==> src/sv/rpn_ram.sv <==
// rpn_ram: generic single-write, single-read RAM with registered read data.
// No dependencies.
module rpn_ram #(
  parameter int WIDTH = 32,
  parameter int DEPTH = 128
) (
  input  logic                     clk,
  input  logic                     we,
  input  logic [$clog2(DEPTH)-1:0] waddr,
  input  logic [WIDTH-1:0]         wdata,
  input  logic [$clog2(DEPTH)-1:0] raddr,
  output logic [WIDTH-1:0]         rdata
);

  logic [WIDTH-1:0] mem [DEPTH];

  always_ff @(posedge clk) begin
    if (we) begin
      mem[waddr] <= wdata;
    end
    rdata <= mem[raddr];
  end

endmodule

==> config.mk <==
export PLATFORM = sky130hd
export DESIGN_NAME = rpn_ram
export DESIGN_NICKNAME = d
export VERILOG_FILES = /design/src/sv/rpn_ram.sv
export SDC_FILE = /design/constraint.sdc
export NUM_CORES = 2
export LEC_CHECK = 0
export BUFFER_PORTS_ARGS = -buffer_cell sky130_fd_sc_hd__buf_2
export CAP_MARGIN = 20
export CORE_MARGIN = 5
export CORE_UTILIZATION = 30
export DETAILED_ROUTE_END_ITERATION = 7
export HOLD_SLACK_MARGIN = 0.03
export PLACE_DENSITY = 0.48
export SETUP_SLACK_MARGIN = 0.1
export SLEW_MARGIN = 20
export SYNTH_ARGS = -nofsm -noshare
export SYNTH_HDL_FRONTEND = slang
export SYNTH_SLANG_ARGS = --single-unit
==> constraint.sdc <==
create_clock -name clk -period 4.1 [get_ports clk]
set_clock_uncertainty 0.05 [all_clocks]
set_input_delay 0.615 -clock clk [delete_from_list [all_inputs] [get_ports clk]]
set_output_delay 0.615 -clock clk [all_outputs]
set_load 0.1 [all_outputs]
==> results.sh <==
export IMPL_cts_root_buffer="clkbuf_16"
export IMPL_first_pass_iters=5
export IMPL_synth_distinct_cells=17
export IMPL_end_kind="flip-flop"
export IMPL_ff2ff_path_depth=4
export IMPL_crit_end="rdata[3]"
export IMPL_p_leak_nw=55.94
export IMPL_overflow=0
export IMPL_die_area_um2=535500
export IMPL_path_class="primary input to flip-flop"
export IMPL_clockBufferDepth=4
export IMPL_grt_use_total=0.1741
export IMPL_nNetsFinal=6679
export IMPL_viasPerCell=5.146
export IMPL_synthesis_area_um2=156300
export IMPL_clockPowerShare=0.423
export IMPL_numCtsBuffers=420
export IMPL_area_growth_pct=18.24
export IMPL_ant_nets=0
export IMPL_rrSetupSlack_ps=1320
export IMPL_drive_gt1_frac=0.3760
export IMPL_fin_hold_ws_ps=132.0
export IMPL_critPathArrivalTime_ps=3940
export IMPL_grt_max_degree=98
export IMPL_maxCapViolations=0
export IMPL_start_util=0.3006
export IMPL_internal_power_w=0.07024
export IMPL_crit_path_start_kind="primary input"
export IMPL_p_seq_frac=0.518
export IMPL_r2r_start="mem[23][28]"
export IMPL_hold_violations=0
export IMPL_relSlewSlack=0.2375
export IMPL_cp_max_fo=21
export IMPL_grt_pass1_wl_mm=645.3
export IMPL_period_share=0.7598
export IMPL_port_buffers=79
export IMPL_clk_pin_slew_ps=60
export IMPL_worst_pin_slew_ps=1144
export IMPL_utilization=0.3554
export IMPL_cp_startpoint="raddr[0]"
export IMPL_p_switching_w=0.02011
export IMPL_fin_ws_ps=984.9
export IMPL_ys_seq_area_frac=0.7912
export IMPL_rsz0062_at_grt="false"
export IMPL_post_place_ws_ps=-76.22
export IMPL_place_congestion=0.7880
export IMPL_reg2reg_to="rdata[28]"
export IMPL_cts_htree_levels=5
export IMPL_synth_avg_cell_area_um2=26.09
export IMPL_placed_area_um2=170900
export IMPL_num_vias=71780
export IMPL_wl_per_cell_um=34.09
export IMPL_final_setup_viol_count=0
export IMPL_power_density_nw_per_um2=488.9
export IMPL_cts_tree="yes"
export IMPL_cts_num_sinks=4128
export IMPL_comb_power_share=0.059
export IMPL_period_needed_ps=3115
export IMPL_critical_path_required_ps=4920
export IMPL_die_y_um=731.8
export IMPL_hp_class="primary input to flip-flop"
export IMPL_die_w_um=731.8
export IMPL_wl_mm=475.5
export IMPL_io_pins=80
export IMPL_drc=0
export IMPL_ir_worst_vdd_mv=0.3632
export IMPL_place_detailed_hpwl_mm=276.6
export IMPL_fin_area_um2=184800
export IMPL_finalMaxSlewViolations=0
export IMPL_rows=265
export IMPL_sw_frac_of_total=0.2226
export IMPL_clock_latency_ps=1020
export IMPL_antenna_found_initial=79
export IMPL_ys_ff_latch=4128
export IMPL_syn_num_nets=6038
export IMPL_outcome="completed"
export IMPL_max_freq_mhz=321.0
export IMPL_cts_resized=0
export IMPL_grt_pass1_vias=73650
export IMPL_core_area_um2=519900
export IMPL_synth_warnings=0
export IMPL_synthCells=5990
export IMPL_drtIter0Drc=9197
-- power groups by stage --
stage	Sequential, W	Combinational (W)	Clock [W]
2_1_floorplan	0.0480	0.00225	0
3_5_place_dp	0.0477	0.00544	0
4_1_cts	0.0468	0.00545	0.0390
5_1_grt	0.0468	0.00555	0.0409
6_report	0.0468	0.00533	0.0382
3_3_place_gp	0.0477	0.00538	0
-- worst max-delay path, stage by stage --
cell and delay, ps:
buf_12 230, buf_12 240, buf_12 240, buf_4 290, mux4_2 540, mux4_2 620, mux4_2 710, mux2_2 340
-- state kept, by name, summed over array words and instances, names as in the netlist --
signal,count
rdata,32
mem,4096
-- cell usage in the layout, fill, tap and decap left out, drive strengths merged --
cell	netlist	final
dlygate4sd3	0	6
nand2	14	14
nor2	122	122
clkinvlp	0	6
clkinv	0	173
mux4	1344	1344
buf	134	529
or3	1	1
nand2b	2	2
nand4	3	3
dfxtp	32	32
nor2b	7	7
clkbuf	182	546
diode	0	28
inv	0	9
nor3	9	9
bufinv	0	36
mux2	32	32
nand3	12	12
edfxtp	4096	4096
-- worst min path at each step --
stage / startpoint / end / cells past startpoint
2_1_floorplan: wdata[0] / mem[0][0] / 0
4_1_cts: wdata[11] / mem[69][11] / 1
3_3_place_gp: wdata[21] / mem[25][21] / 1
6_report: wdata[30] / mem[29][30] / 1
3_5_place_dp: wdata[21] / mem[29][21] / 1
5_1_grt: wdata[1] / mem[116][1] / 2
-- metal layers --
metal,vias up,share of wire,global-route usage
li1,27790,-,-
met2,2632,0.49,0.2881
met4,34,0.024,0.04300
met1,40730,0.42,0.2388
met3,600,0.067,0.03106
met5,-,0.00046,0
-- Yosys cell counts (all sizes together) --
library cell | number | area share
nor2b | 7 | 0.00028
nor3 | 9 | 0.00029
nand2 | 14 | 0.00034
clkbuf | 182 | 0.0044
buf | 134 | 0.0040
nor2 | 122 | 0.0029
nand4 | 3 | 0.00012
mux2 | 32 | 0.0023
nand3 | 12 | 0.00038
nand2b | 2 | 0.000080
or3 | 1 | 0.000040
dfxtp | 32 | 0.0041
edfxtp | 4096 | 0.79
mux4 | 1344 | 0.19
-- stage by stage --
step	power (W)	setup TNS, ps	std cells
finish	0.09035	0	13950
global route	0.09320	0	13930
detailed placement	0.05316	-102.0	13140
CTS	0.09128	0	13920
global placement	0.05309	-96.07	13140
floorplan	0.05023	0	5990
-- cell families after synthesis --
kind of cell  count (synthesis)  share of synthesized area
mux                        1376                     0.1960
simple gates                170                   0.004460
flops                      4128                     0.7912
buf+inv                     316                   0.008391
-- cell type report --
cell class                      instances  area, um2
Multi-Input combinational cell       1546      32290
Fill cell                           47410     335100
Antenna cell                           28      70.07
Clock inverter                        224       2350
Sequential cell                      4128     123600
Tap cell                             6942       8686
Timing Repair Buffer                  535       6441
Clock buffer                          546      11310
-- timing repair --
| item | 4_1_cts | 5_1_grt |
|---|---|---|
| hold buffers | 5 | 1 |
| buffers inserted | 0 | 0 |
| endpoints found under the hold margin | 67 | 14 |
| endpoints found under the setup margin | 0 | 0 |
(Power assumes the default switching activity.)
